File: src/design/tafsm_pkg.sv
// ---------------------------------------------------------------------------
// tafsm_pkg: shared types and constants of the tracker availability FSM
// Payload structs, pipeline stage records, mode codes and register indexes.
// ---------------------------------------------------------------------------
package tafsm_pkg;

  localparam int unsigned VecW   = 20;               // vector component width
  localparam int unsigned MagW   = VecW;             // magnitude of a component
  localparam int unsigned SqW    = 2 * MagW;         // one squared component / norm
  localparam int unsigned StepW  = 20;
  localparam int unsigned TimeW  = 32;
  localparam int unsigned LimW   = 20;
  localparam int unsigned CfgIdxW  = 3;
  localparam int unsigned CfgDataW = 32;
  localparam int unsigned ModeW  = 2;

  // Output mode codes
  localparam logic [ModeW-1:0] MODE_LOST  = 2'd0;
  localparam logic [ModeW-1:0] MODE_ACQ   = 2'd1;
  localparam logic [ModeW-1:0] MODE_TRACK = 2'd2;

  // Configuration register indexes
  localparam logic [CfgIdxW-1:0] CFG_TRACK_RATE    = 3'd0;
  localparam logic [CfgIdxW-1:0] CFG_TRACK_ACCEL   = 3'd1;
  localparam logic [CfgIdxW-1:0] CFG_ACQUIRE_RATE  = 3'd2;
  localparam logic [CfgIdxW-1:0] CFG_ACQUIRE_ACCEL = 3'd3;
  localparam logic [CfgIdxW-1:0] CFG_REACQ_TIME    = 3'd4;

  typedef enum logic [2:0] {
    ST_LOST  = 3'b001,
    ST_ACQ   = 3'b010,
    ST_TRACK = 3'b100
  } mode_t;

  typedef struct packed {
    logic [StepW-1:0]       step_us;
    logic signed [VecW-1:0] rate_x;
    logic signed [VecW-1:0] rate_y;
    logic signed [VecW-1:0] rate_z;
    logic signed [VecW-1:0] accel_x;
    logic signed [VecW-1:0] accel_y;
    logic signed [VecW-1:0] accel_z;
    logic                   occluded;
    logic                   dropout;
  } in_t;

  typedef struct packed {
    logic [ModeW-1:0] mode;
    logic             valid_res;
    logic [TimeW-1:0] elapsed_us;
    logic             rate_trip;
    logic             accel_trip;
  } out_t;

  // Squared components, one per axis of rate and of acceleration
  typedef struct packed {
    logic [StepW-1:0] step_us;
    logic             geo_ok;
    logic [SqW-1:0]   rsq_x;
    logic [SqW-1:0]   rsq_y;
    logic [SqW-1:0]   rsq_z;
    logic [SqW-1:0]   asq_x;
    logic [SqW-1:0]   asq_y;
    logic [SqW-1:0]   asq_z;
  } sq_t;

  // Envelope check outcome
  typedef struct packed {
    logic [StepW-1:0] step_us;
    logic             geo_ok;
    logic             tr_ok;
    logic             ta_ok;
    logic             ar_ok;
    logic             aa_ok;
  } chk_t;

  // Squared limits as held after a configuration write
  typedef struct packed {
    logic           en;     // limit is nonzero, check active
    logic [SqW-1:0] sq;
  } lim_t;

  typedef struct packed {
    lim_t track_rate;
    lim_t track_accel;
    lim_t acq_rate;
    lim_t acq_accel;
  } lims_t;

  function automatic logic [MagW-1:0] mag(input logic signed [VecW-1:0] v);
    logic [MagW-1:0] u;
    u = v;
    mag = v[VecW-1] ? (~u + {{(MagW-1){1'b0}}, 1'b1}) : u;
  endfunction

  function automatic logic [ModeW-1:0] mode_code(input mode_t m);
    logic [ModeW-1:0] c;
    case (m)
      ST_TRACK: c = MODE_TRACK;
      ST_ACQ:   c = MODE_ACQ;
      default:  c = MODE_LOST;
    endcase
    mode_code = c;
  endfunction

endpackage

File: src/design/tafsm_core.sv
// ---------------------------------------------------------------------------
// tafsm_core: mode state machine and result register
// Updates mode and acquisition timer, registers the result.
// ---------------------------------------------------------------------------
module tafsm_core import tafsm_pkg::*; (
  input  logic             clk,
  input  logic             rst_n,
  input  logic [TimeW-1:0] reacq_time,
  input  logic             i_valid,
  output logic             i_ready,
  input  chk_t             i_data,
  output logic             o_valid,
  input  logic             o_ready,
  output out_t             o_data
);

  mode_t            mode_r, mode_nxt;
  logic [TimeW-1:0] timer_r, timer_nxt;
  logic             v_r;
  out_t             d_r, d_nxt;
  logic             step_nz;
  logic             rflag, aflag;
  logic [TimeW:0]   tsum;
  logic [TimeW-1:0] tsat;

  assign step_nz = (i_data.step_us != '0);
  assign tsum    = {1'b0, timer_r} + {{(TimeW + 1 - StepW){1'b0}}, i_data.step_us};
  assign tsat    = tsum[TimeW] ? {TimeW{1'b1}} : tsum[TimeW-1:0];

  always_comb begin
    mode_nxt  = mode_r;
    timer_nxt = timer_r;
    rflag     = 1'b0;
    aflag     = 1'b0;
    if (step_nz) begin
      if (!i_data.geo_ok) begin
        mode_nxt  = ST_LOST;
        timer_nxt = '0;
      end else begin
        case (mode_r)
          ST_TRACK: begin
            if (!(i_data.tr_ok && i_data.ta_ok)) begin
              mode_nxt  = ST_LOST;
              timer_nxt = '0;
              rflag     = !i_data.tr_ok;
              aflag     = !i_data.ta_ok;
            end
          end
          default: begin
            if (i_data.ar_ok && i_data.aa_ok) begin
              if (tsat >= reacq_time) begin
                mode_nxt  = ST_TRACK;
                timer_nxt = '0;
              end else begin
                mode_nxt  = ST_ACQ;
                timer_nxt = tsat;
              end
            end else begin
              mode_nxt  = ST_LOST;
              timer_nxt = '0;
              rflag     = !i_data.ar_ok;
              aflag     = !i_data.aa_ok;
            end
          end
        endcase
      end
    end
    d_nxt.mode       = mode_code(mode_nxt);
    d_nxt.valid_res  = step_nz && (mode_nxt == ST_TRACK);
    d_nxt.elapsed_us = timer_nxt;
    d_nxt.rate_trip  = rflag;
    d_nxt.accel_trip = aflag;
  end

  assign i_ready = !v_r || o_ready;
  assign o_valid = v_r;
  assign o_data  = d_r;

  always_ff @(posedge clk) begin
    if (!rst_n) begin
      v_r     <= 1'b0;
      mode_r  <= ST_LOST;
      timer_r <= '0;
    end else begin
      if (i_ready) begin
        v_r <= i_valid;
      end
      if (i_ready && i_valid) begin
        mode_r  <= mode_nxt;
        timer_r <= timer_nxt;
      end
    end
  end

  always_ff @(posedge clk) begin
    if (i_ready && i_valid) begin
      d_r <= d_nxt;
    end
  end

endmodule
File: config.mk
export PLATFORM = sky130hd
export DESIGN_NAME = tafsm_core
export DESIGN_NICKNAME = d
export VERILOG_FILES = /design/src/design/tafsm_pkg.sv /design/src/design/tafsm_core.sv
export SDC_FILE = /design/constraint.sdc
export NUM_CORES = 1
export LEC_CHECK = 0
export ABC_AREA = 0
export BUFFER_PORTS_ARGS = -buffer_cell sky130_fd_sc_hd__buf_2
export CAP_MARGIN = 20
export CORE_MARGIN = 2
export CORE_UTILIZATION = 24
export CTS_CLUSTER_SIZE = 24
export DETAILED_ROUTE_END_ITERATION = 8
export PLACE_DENSITY = 0.53
export SLEW_MARGIN = 0
export SYNTH_ARGS = -nofsm -noshare
export SYNTH_HDL_FRONTEND = slang
export SYNTH_SLANG_ARGS = --single-unit
File: constraint.sdc
create_clock -name clk -period 8.2 [get_ports clk]
set_input_delay 0.41 -clock clk [delete_from_list [all_inputs] [get_ports clk]]
set_output_delay 0.41 -clock clk [all_outputs]
set_load 0.03 [all_outputs]
==> impl_metrics.tcl, run 1 <==
set metrics [dict create \
    dominantRegCellSynth "edfxtp_1" \
    insertion_delay_ns 0.33 \
    period_share_pct 64.2 \
    vias_per_cell 4.94 \
    die_y_um 157 \
    drive_gt1_share_pct 19.7 \
    cts_made_buffers 9 \
    muxShareOfSynthArea_pct 0.936 \
    dp_cells 1054 \
    netlist_instances 663 \
    grt_pass1_vias 5045 \
    cts_tree "done" \
    finalSetupViolations 0 \
    post_cts_buffers 0 \
    cpPeakStageDelay_ns 0.55 \
    vdd_drop_max_uv 71.5 \
    num_rows 55 \
    instances_no_fill 1071 \
    crit_buf_inv 2 \
    cap_violations 0 \
    dp_hpwl_um 14600 \
    vias 5294 \
    grt_max_degree 29 \
    ant_nets 0 \
    finalMaxSlewViolations 0 \
    slowest_stage "nor3_4" \
    yosys_warnings 0 \
    die_w_um 157 \
    drt_pass1_iterations 5 \
    grt_pass1_wl_um 28600 \
    status "completed" \
    fin_skew_ns 0.00734 \
    hp-class "input port to flip-flop" \
    cts-hold-fix-buffers 0 \
    avgSynthCellArea_um2 8.46 \
    core-area_um2 22800 \
    start_util_pct 24.6 \
    async_flop_share_pct 0 \
    portBuffers 99 \
    tightest_slew_ns 0.684 \
    post-route-util_pct 29.4 \
    synth-xor-area-share_pct 3.28 \
    cp-start-kind "flip-flop" \
    hold_slack_ns 0.337 \
    criticalPathCategory "flip-flop to flip-flop" \
    crit_fanout 22 \
    final_nets 866 \
    antenna_found_initial 1 \
    ys_seq_elements 73 \
    power_uw 950 \
    post-route-min-period_ns 5.26 \
    clkSinkCount 73 \
    synth-simple-area-share_pct 19.8 \
    fmax_mhz 190 \
    routed_wl_um 18600 \
    slew_headroom_pct 54.0 \
    postCtsResizedCells 0 \
    end_kind "flip-flop" \
    grt_util_all_layers_pct 15.1 \
    powerDensity_nw_per_um2 142 \
    cts.clk_slew.worst_paths_ns 0.06 \
    synth_edf_count 37 \
    gp_congestion 0.886 \
    grt_overflow 0 \
    cp_top_family "compound AO/OA/AOI/OAI gates" \
    die_area_um2 24600 \
    ys_seq_area_share_pct 32.6 \
    cts_max_path_buffers 2 \
    crit_chain "ha_1 > a211oi_1 > o211ai_1 > a221oi_2 > inv_1 > o21ai_2 > buf_4 > nand2_1 > ha_1 > a21o_1 > a221o_1 > a221oi_2 > nand3_2 > nor3_4 > nand2_2 > nor2_1 > a32o_1" \
    rsz0062_at_grt "false" \
    synthAdderAreaFrac_pct 12.0 \
    synth_top_family_by_area "compound AO/OA/AOI/OAI gates" \
    detail_route.wl_per_cell_um 17.4 \
    htreeDepth 3 \
    drc 0 \
    syn-cell-area_um2 5610 \
    syn_nets 777 \
    synth-compound-area-share_pct 25.6 \
    hold_viol 0 \
    drtIter0Drc 435 \
    p_leak_nw 2.96 \
    r2r_slack_ns 2.94 \
    area_growth_pct 19.3 \
    ioPinCount 100 \
    clockRootBuffer "clkbuf_16" \
    ys_types 77 \
    critPathRequiredTime_ns 8.47 \
    worstPathArrival_ns 5.54 \
    tns_ns 0 \
]
-- flip-flops by register name (all words and copies together) (netlist names) --
| name | count |
|---|---|
| mode_r | 3 |
| timer_r | 32 |
| o_valid | 1 |
| o_data | 37 |
-- path summary, 6_finish.rpt --
kind | startpoint | to | cells after the start
max | timer_r[17]$_SDFFE_PN0P_ | timer_r[17]$_SDFFE_PN0P_ | 17
max reg2reg | timer_r[17]$_SDFFE_PN0P_ | timer_r[17]$_SDFFE_PN0P_ | 17
min | i_valid | o_valid$_SDFFE_PN0N_ | 3
min reg2reg | timer_r[0]$_SDFFE_PN0P_ | timer_r[0]$_SDFFE_PN0P_ | 2
-- cell usage after synthesis (8+ instances only) --
cell      number  area share (%)
nand3_1       19             1.7
inv_1         51             3.4
a22oi_1        8             1.1
buf_2         10            0.89
nand2_1       85             5.7
clkbuf_1      11            0.74
nor2_1        48             3.2
xnor2_1       17             2.7
a22o_1        18             2.8
o211ai_1       8             1.1
edfxtp_1      37              20
and3_1        15             1.7
a21oi_1       59             5.3
a21o_1         9             1.2
dfxtp_1       36              13
a211oi_1       8             1.1
ha_1          52              12
o21ai_0       34             3.0
-- power breakdown --
group	total [mW]	switching (mW)	internal, mW	leakage (nW)
registers	0.402	0.00556	0.396	0.665
logic	0.172	0.114	0.0586	2.16
clock network	0.375	0.162	0.214	0.133
total	0.950	0.281	0.669	2.96
-- through the flow --
step | cell area, um2 | setup slack (ns)
floorplan | 5610 | 3.85
finish | 6690 | 2.94
detailed placement | 6410 | 2.80
global placement | 6410 | 2.90
global route | 6690 | 2.61
CTS | 6690 | 2.99
-- logic make-up (layout without fill, tap and decap cells) --
logic type,Yosys count,after routing
other,0,1
multiplexers,5,5
AND/OR/NAND/NOR,226,226
adder cells (fa/ha/maj),53,53
buffers and inverters,78,172
XOR/XNOR,21,21
AO/OA/AOI/OAI,207,207
flip-flops,73,73
-- placed cells by master (no fill, tap or decap), types with 6 or more instances in the layout --
| master | count |
|---|---|
| nor2_1 | 48 |
| edfxtp_1 | 37 |
| o21bai_1 | 6 |
| a22o_1 | 18 |
| and3_1 | 15 |
| a211oi_1 | 8 |
| nand3_1 | 19 |
| a31oi_1 | 7 |
| o21ai_0 | 34 |
| inv_1 | 50 |
| clkbuf_16 | 9 |
| nor4_1 | 7 |
| nor2b_1 | 7 |
| dfxtp_1 | 36 |
| buf_2 | 99 |
| nand4_1 | 6 |
| ha_1 | 52 |
| nand2_1 | 85 |
| a22oi_1 | 8 |
| a21o_1 | 9 |
| a21oi_1 | 59 |
| xnor2_1 | 17 |
| o211ai_1 | 8 |
-- worst reg2reg max path: stages (launching register included) --
cell,delay (ns)
dfxtp_1,0.44
ha_1,0.36
a211oi_1,0.28
o211ai_1,0.14
a221oi_2,0.34
inv_1,0.09
o21ai_2,0.40
buf_4,0.35
nand2_1,0.10
ha_1,0.30
a21o_1,0.16
a221o_1,0.32
a221oi_2,0.33
nand3_2,0.17
nor3_4,0.55
nand2_2,0.31
nor2_1,0.38
a32o_1,0.19
-- metal layers --
layer,track usage (%),routed length (um),up-vias
met5,0,0,-
met4,4.11,300,0
met3,2.78,1100,14
met2,24.2,8480,156
met1,20.7,8730,2504
li1,-,-,2620
-- cell type report --
cell class / instances / area (um2)
Antenna cell: 1 / 2.50
Clock buffer: 10 / 239
Clock inverter: 6 / 41.3
Fill cell: 2490 / 16100
Inverter: 52 / 195
Multi-Input combinational cell: 512 / 3460
Sequential cell: 73 / 1830
Tap cell: 313 / 392
Timing Repair Buffer: 104 / 533
No activity file was read; power rests on OpenSTA's default activity.
==> run 2: changes to the inputs <==
==> constraint.sdc (replaced) <==
create_clock -name clk -period 5.4 [get_ports clk]
set_input_delay 0.27 -clock clk [delete_from_list [all_inputs] [get_ports clk]]
set_output_delay 0.27 -clock clk [all_outputs]
set_load 0.03 [all_outputs]
==> run 2 against run 1 <==
Effect of this change:
- cell area up 2.4%
- fmax up 3.0%
- clock-buffer cell count unchanged
- wire length up 0.54%
- non-clock buffer count up 14
- critical path type unchanged
- critical endpoint is now timer_r[23]$_SDFFE_PN0P_
==> impl_metrics.tcl, run 2 (same netlist as run 1, synthesis figures left out) <==
set metrics [dict create \
    portBuffers 99 \
    grt_pass1_vias 5184 \
    grt_util_all_layers_pct 15.2 \
    cts-hold-fix-buffers 0 \
    multi_input_comb_area_um2 3480 \
    die_y_um 157 \
    fmax_mhz 196 \
    final_common_cell "buf_2" \
    drive_gt1_share_pct 21.4 \
    rsz0062_at_grt "false" \
    cts_made_buffers 9 \
    start_util_pct 24.6 \
    ioPinCount 100 \
    clkPwrFrac_pct 41.4 \
    final_nets 881 \
    grt_max_degree 42 \
    end_kind "flip-flop" \
    ant_nets 0 \
    antenna_found_initial 0 \
    grt_pass1_wl_um 28900 \
    vias_per_cell 4.91 \
    cts_max_path_buffers 2 \
    die_area_um2 24600 \
    finalMaxSlewViolations 0 \
    dp_hpwl_um 14500 \
    final-seq-area_um2 1830 \
    fin_skew_ns 0.0139 \
    largest_reg_flops 37 \
    gp_congestion 0.863 \
    tightest_slew_ns 1.09 \
    cts_tree "done" \
    combPwrFrac_pct 17.9 \
    netSwitchingFraction_pct 28.9 \
    layout_common_cells "buf_2 (99), nand2_1 (85), a21oi_1 (59)" \
    slew_headroom_pct 27.1 \
    critPathRequiredTime_ns 5.65 \
    p_int_mw 1.07 \
    power_mw 1.50 \
    criticalPathCategory "flip-flop to flip-flop" \
    dpl_cell_area_um2 6510 \
    drtIter0Drc 444 \
    worstPathArrival_ns 5.36 \
    n_fill_cell 2437 \
    p_leak_nw 3.05 \
    core-area_um2 22800 \
    htreeDepth 3 \
    drt_pass1_iterations 5 \
    hold_viol 0 \
    clkSinkCount 73 \
    clockRootBuffer "clkbuf_16" \
    cap_violations 0 \
    cp-start-kind "flip-flop" \
    num_rows 55 \
    detail_route.wl_per_cell_um 17.2 \
    drc 0 \
    routed_wl_um 18700 \
    postLayoutCellArea_um2 6850 \
    hp-class "input port to flip-flop" \
    crit_fanout 17 \
    die_w_um 157 \
    powerDensity_nw_per_um2 219 \
    status "completed" \
    finalSetupViolations 0 \
    vdd_drop_max_uv 152 \
    seqPwrFrac_pct 40.7 \
    vias 5326 \
    grt_overflow 0 \
    post-route-min-period_ns 5.11 \
    p_switching_uw 435 \
    antennaDiodeCount 0 \
    area_growth_pct 22.1 \
    cts.clk_slew.worst_paths_ns 0.07 \
    insertion_delay_ns 0.34 \
    period_share_pct 94.7 \
]
[run 2: cell types whose count changed in the layout (fill, tap and decap cells not counted), sizes merged]
cell / before / now
buf: 104 / 118
bufinv: 0 / 1
clkinv: 3 / 4
diode: 1 / 0
inv: 53 / 51
nor3: 7 / 8
[run 2: power groups by stage]
stage               Clock [mW]  Sequential (mW)  Combinational, mW
global route             0.656            0.613              0.299
global placement             0            0.623              0.266
detailed placement           0            0.623              0.266
CTS                      0.634            0.611              0.269
finish                   0.622            0.611              0.269
floorplan                    0            0.653              0.139
[run 2: worst max-delay path, stage by stage (launching register included)]
cell      delay (ns)
dfxtp_1         0.33
ha_1            0.22
fa_1            0.40
a21oi_1         0.21
nor2_1          0.11
o211ai_2        0.29
and2_1          0.27
o21ai_1         0.17
and3_1          0.27
xnor2_1         0.13
nand2_1         0.07
ha_1            0.26
and2_1          0.16
a221o_1         0.31
a221oi_2        0.32
nand3_2         0.20
buf_4           0.19
or3_4           0.45
nor2_8          0.30
a21oi_1         0.13
o32ai_2         0.20
[run 2: repair_timing]
item,CTS,global route
resized for setup,0,1
setup buffers,0,2
endpoints found under the setup margin,1,32
cloned,1,0
pin swaps,1,1
[run 2: path summary, 6_finish.rpt]
check	to	slack (ns)	cells after the start	startpoint
hold / removal	o_valid$_SDFFE_PN0N_	0.18	3	i_valid
setup reg to reg	timer_r[23]$_SDFFE_PN0P_	0.29	20	timer_r[0]$_SDFFE_PN0P_
setup / recovery	timer_r[23]$_SDFFE_PN0P_	0.29	20	timer_r[0]$_SDFFE_PN0P_
hold reg to reg	timer_r[0]$_SDFFE_PN0P_	0.49	2	timer_r[0]$_SDFFE_PN0P_
[run 2: metal layers]
| metal | GRT usage [%] | wire length [um] |
|---|---|---|
| met2 | 23.9 | 8300 |
| met4 | 4.94 | 410 |
| met5 | 0 | 0 |
| met1 | 21.3 | 9020 |
| met3 | 2.42 | 987 |
[run 2: cell type report]
cell class / instances / area share (%)
clock buffers: 10 / 3.49
clock inverters: 6 / 0.986
inverters: 52 / 2.85
multi-input cells: 513 / 50.7
flip-flops and latches: 73 / 26.7
well taps: 313 / 5.71
repair buffers: 118 / 9.49
[run 2: through the flow]
step           hold slack (ns)  utilization (%)  setup TNS (ns)  cells  worst slack [ns]
6_report                 0.178             30.1               0   1085             0.288
5_1_grt                  0.194             30.1               0   1085            0.0146
2_1_floorplan            0.399                -               0    663              1.17
3_3_place_gp             0.473             28.6               0   1066            0.0723
4_1_cts                  0.175             30.0               0   1083             0.238
3_5_place_dp             0.476             28.6         -0.0927   1066           -0.0591
==> run 3: changes to the inputs <==
--- a/config.mk
+++ b/config.mk
@@ -13,6 +13,7 @@
 export CTS_CLUSTER_SIZE = 24
 export DETAILED_ROUTE_END_ITERATION = 8
 export PLACE_DENSITY = 0.53
+export REMOVE_ABC_BUFFERS = 1
 export SLEW_MARGIN = 0
 export SYNTH_ARGS = -nofsm -noshare
 export SYNTH_HDL_FRONTEND = slang
==> run 3 against run 2 <==
Effect of this change:
- critical path depth decreased by 1
- cell area fell by 0.73%
- global-route usage increased by 0.42 points
- non-clock buffer count shrank 9
- worst setup slack better by 0.074 ns
- sequential cell count is the same
- die area did not move
==> impl_metrics.tcl, run 3 (same netlist as run 1, synthesis figures left out) <==
set metrics [dict create \
    status "completed" \
    tns_ns 0 \
    largest_reg_flops 37 \
    clockRootBuffer "clkbuf_16" \
    netSwitchingFraction_pct 26.8 \
    finalMaxSlewViolations 0 \
    dp_hpwl_um 14400 \
    end_kind "flip-flop" \
    vdd_drop_max_uv 120 \
    drive_gt1_share_pct 20.2 \
    post-route-util_pct 29.9 \
    cts-hold-fix-buffers 0 \
    antennaDiodeCount 0 \
    core-area_um2 22800 \
    crit_fanout 17 \
    cp_top_family "simple AND/OR/NAND/NOR gates" \
    p_int_mw 1.17 \
    antenna_found_initial 0 \
    gp_congestion 0.886 \
    postCtsResizedCells 0 \
    routed_wl_um 18700 \
    hp-class "input port to flip-flop" \
    period_share_pct 93.3 \
    dp_slack_ns 0.330 \
    hold_slack_ns 0.158 \
    num_rows 55 \
    grt_util_all_layers_pct 15.7 \
    slowest_stage "or3_4" \
    drtIter0Drc 437 \
    postLayoutCellArea_um2 6800 \
    rr_worst_depth 19 \
    dpl_cell_area_um2 6450 \
    dp_cells 1059 \
    r2r_slack_ns 0.36 \
    r2r_end "timer_r[23]$_SDFFE_PN0P_" \
    area_growth_pct 21.2 \
    post_cts_buffers 0 \
    rsz0062_at_grt "false" \
    clkPwrFrac_pct 45.1 \
    drt_pass1_iterations 7 \
    post-route-min-period_ns 5.04 \
    grt_overflow 0 \
    critPathRequiredTime_ns 5.67 \
    power_mw 1.59 \
    crit_chain "ha_1 > fa_1 > a21oi_1 > nor2_1 > o211ai_2 > and2_1 > o21ai_1 > and3_1 > xnor2_1 > nand2_1 > ha_1 > and2_1 > a221o_1 > a221oi_2 > nand3_2 > or3_4 > nor2_8 > a21oi_1 > o32ai_2" \
    setup.worst_path.end "timer_r[23]$_SDFFE_PN0P_" \
    tightest_slew_ns 0.999 \
    die_y_um 157 \
    cts.clk_slew.worst_paths_ns 0.06 \
    detail_route.wl_per_cell_um 17.4 \
    cts_made_buffers 9 \
    start_util_pct 24.6 \
    grt_max_degree 42 \
    slew_headroom_pct 33.4 \
    final_common_cell "buf_2" \
    instances_no_fill 1075 \
    ioPinCount 100 \
    cts_tree "done" \
    die_area_um2 24600 \
    die_w_um 157 \
    hold_viol 0 \
    vias 5270 \
    setup_ws_ns 0.361 \
    grt_pass1_vias 5172 \
    ant_nets 0 \
    worstPathArrival_ns 5.31 \
    grt_pass1_wl_um 29300 \
    portBuffers 99 \
    cp.depth 19 \
    finalSetupViolations 0 \
    drc 0 \
    p_switching_uw 427 \
    crit_path_start "timer_r[0]$_SDFFE_PN0P_" \
    r2r-start "timer_r[0]$_SDFFE_PN0P_" \
    criticalPathCategory "flip-flop to flip-flop" \
    cp-start-kind "flip-flop" \
    htreeDepth 3 \
    cpPeakStageDelay_ns 0.48 \
    combPwrFrac_pct 16.6 \
    layout_common_cells "buf_2 (99), nand2_1 (85), a21oi_1 (59)" \
    final_nets 871 \
    fmax_mhz 198 \
    vias_per_cell 4.90 \
    p_leak_nw 3.02 \
    clkSinkCount 73 \
    powerDensity_nw_per_um2 234 \
    crit_buf_inv 0 \
    insertion_delay_ns 0.35 \
    seqPwrFrac_pct 38.3 \
    fin_skew_ns 0.00547 \
    cap_violations 0 \
    cts_max_path_buffers 2 \
]
## run 3: cell count changes in the layout (fill, tap and decap cells not counted), sizes merged
cell / delta
buf: -9
bufinv: +2
clkinv: -2
clkbuf: +1
clkinvlp: -1
nor3: -1
## run 3: worst min-delay path by stage
stage                                  from                       to  slack (ns)  cells after the start
finish                              i_valid     o_valid$_SDFFE_PN0N_        0.16                      3
global route                        i_valid     o_valid$_SDFFE_PN0N_        0.17                      3
CTS                                 i_valid     o_valid$_SDFFE_PN0N_        0.15                      3
detailed placement  timer_r[0]$_SDFFE_PN0P_  timer_r[0]$_SDFFE_PN0P_        0.47                      2
global placement    timer_r[0]$_SDFFE_PN0P_  timer_r[0]$_SDFFE_PN0P_        0.47                      2
floorplan                             rst_n   mode_r[0]$_SDFFE_PN1P_        0.36                      1
## run 3: final cells by class
type,instances,area [um2]
clock inverter,5,101
tap,313,392
fill,2466,16000
clock buffer,11,253
inverter,52,195
multi-input combinational,512,3460
timing repair buffer,109,571
sequential,73,1830
## run 3: layer usage
metal / up-vias / global-route usage [%] / part of all wire [%]
li1: 2625 / - / -
met1: 2470 / 21.0 / 47
met2: 148 / 24.5 / 45
met3: 27 / 2.73 / 4.8
met4: 0 / 7.21 / 3.1
met5: - / 0 / 0
## run 3: worst reg2reg max path: stages (launching register included)
cell and delay (ns):
dfxtp_1 0.32, ha_1 0.21, fa_1 0.41, a21oi_1 0.21, nor2_1 0.11, o211ai_2 0.28, and2_1 0.30, o21ai_1 0.19
and3_1 0.27, xnor2_1 0.13, nand2_1 0.08, ha_1 0.27, and2_1 0.17, a221o_1 0.32, a221oi_2 0.35, nand3_2 0.19
or3_4 0.48, nor2_8 0.34, a21oi_1 0.14, o32ai_2 0.19
## run 3: power by group through the flow
| stage | logic [mW] | registers [mW] | clock network (mW) |
|---|---|---|---|
| 3_5_place_dp | 0.264 | 0.622 | 0 |
| 3_3_place_gp | 0.265 | 0.622 | 0 |
| 2_1_floorplan | 0.134 | 0.653 | 0 |
| 5_1_grt | 0.292 | 0.612 | 0.764 |
| 6_report | 0.264 | 0.610 | 0.719 |
| 4_1_cts | 0.266 | 0.611 | 0.734 |
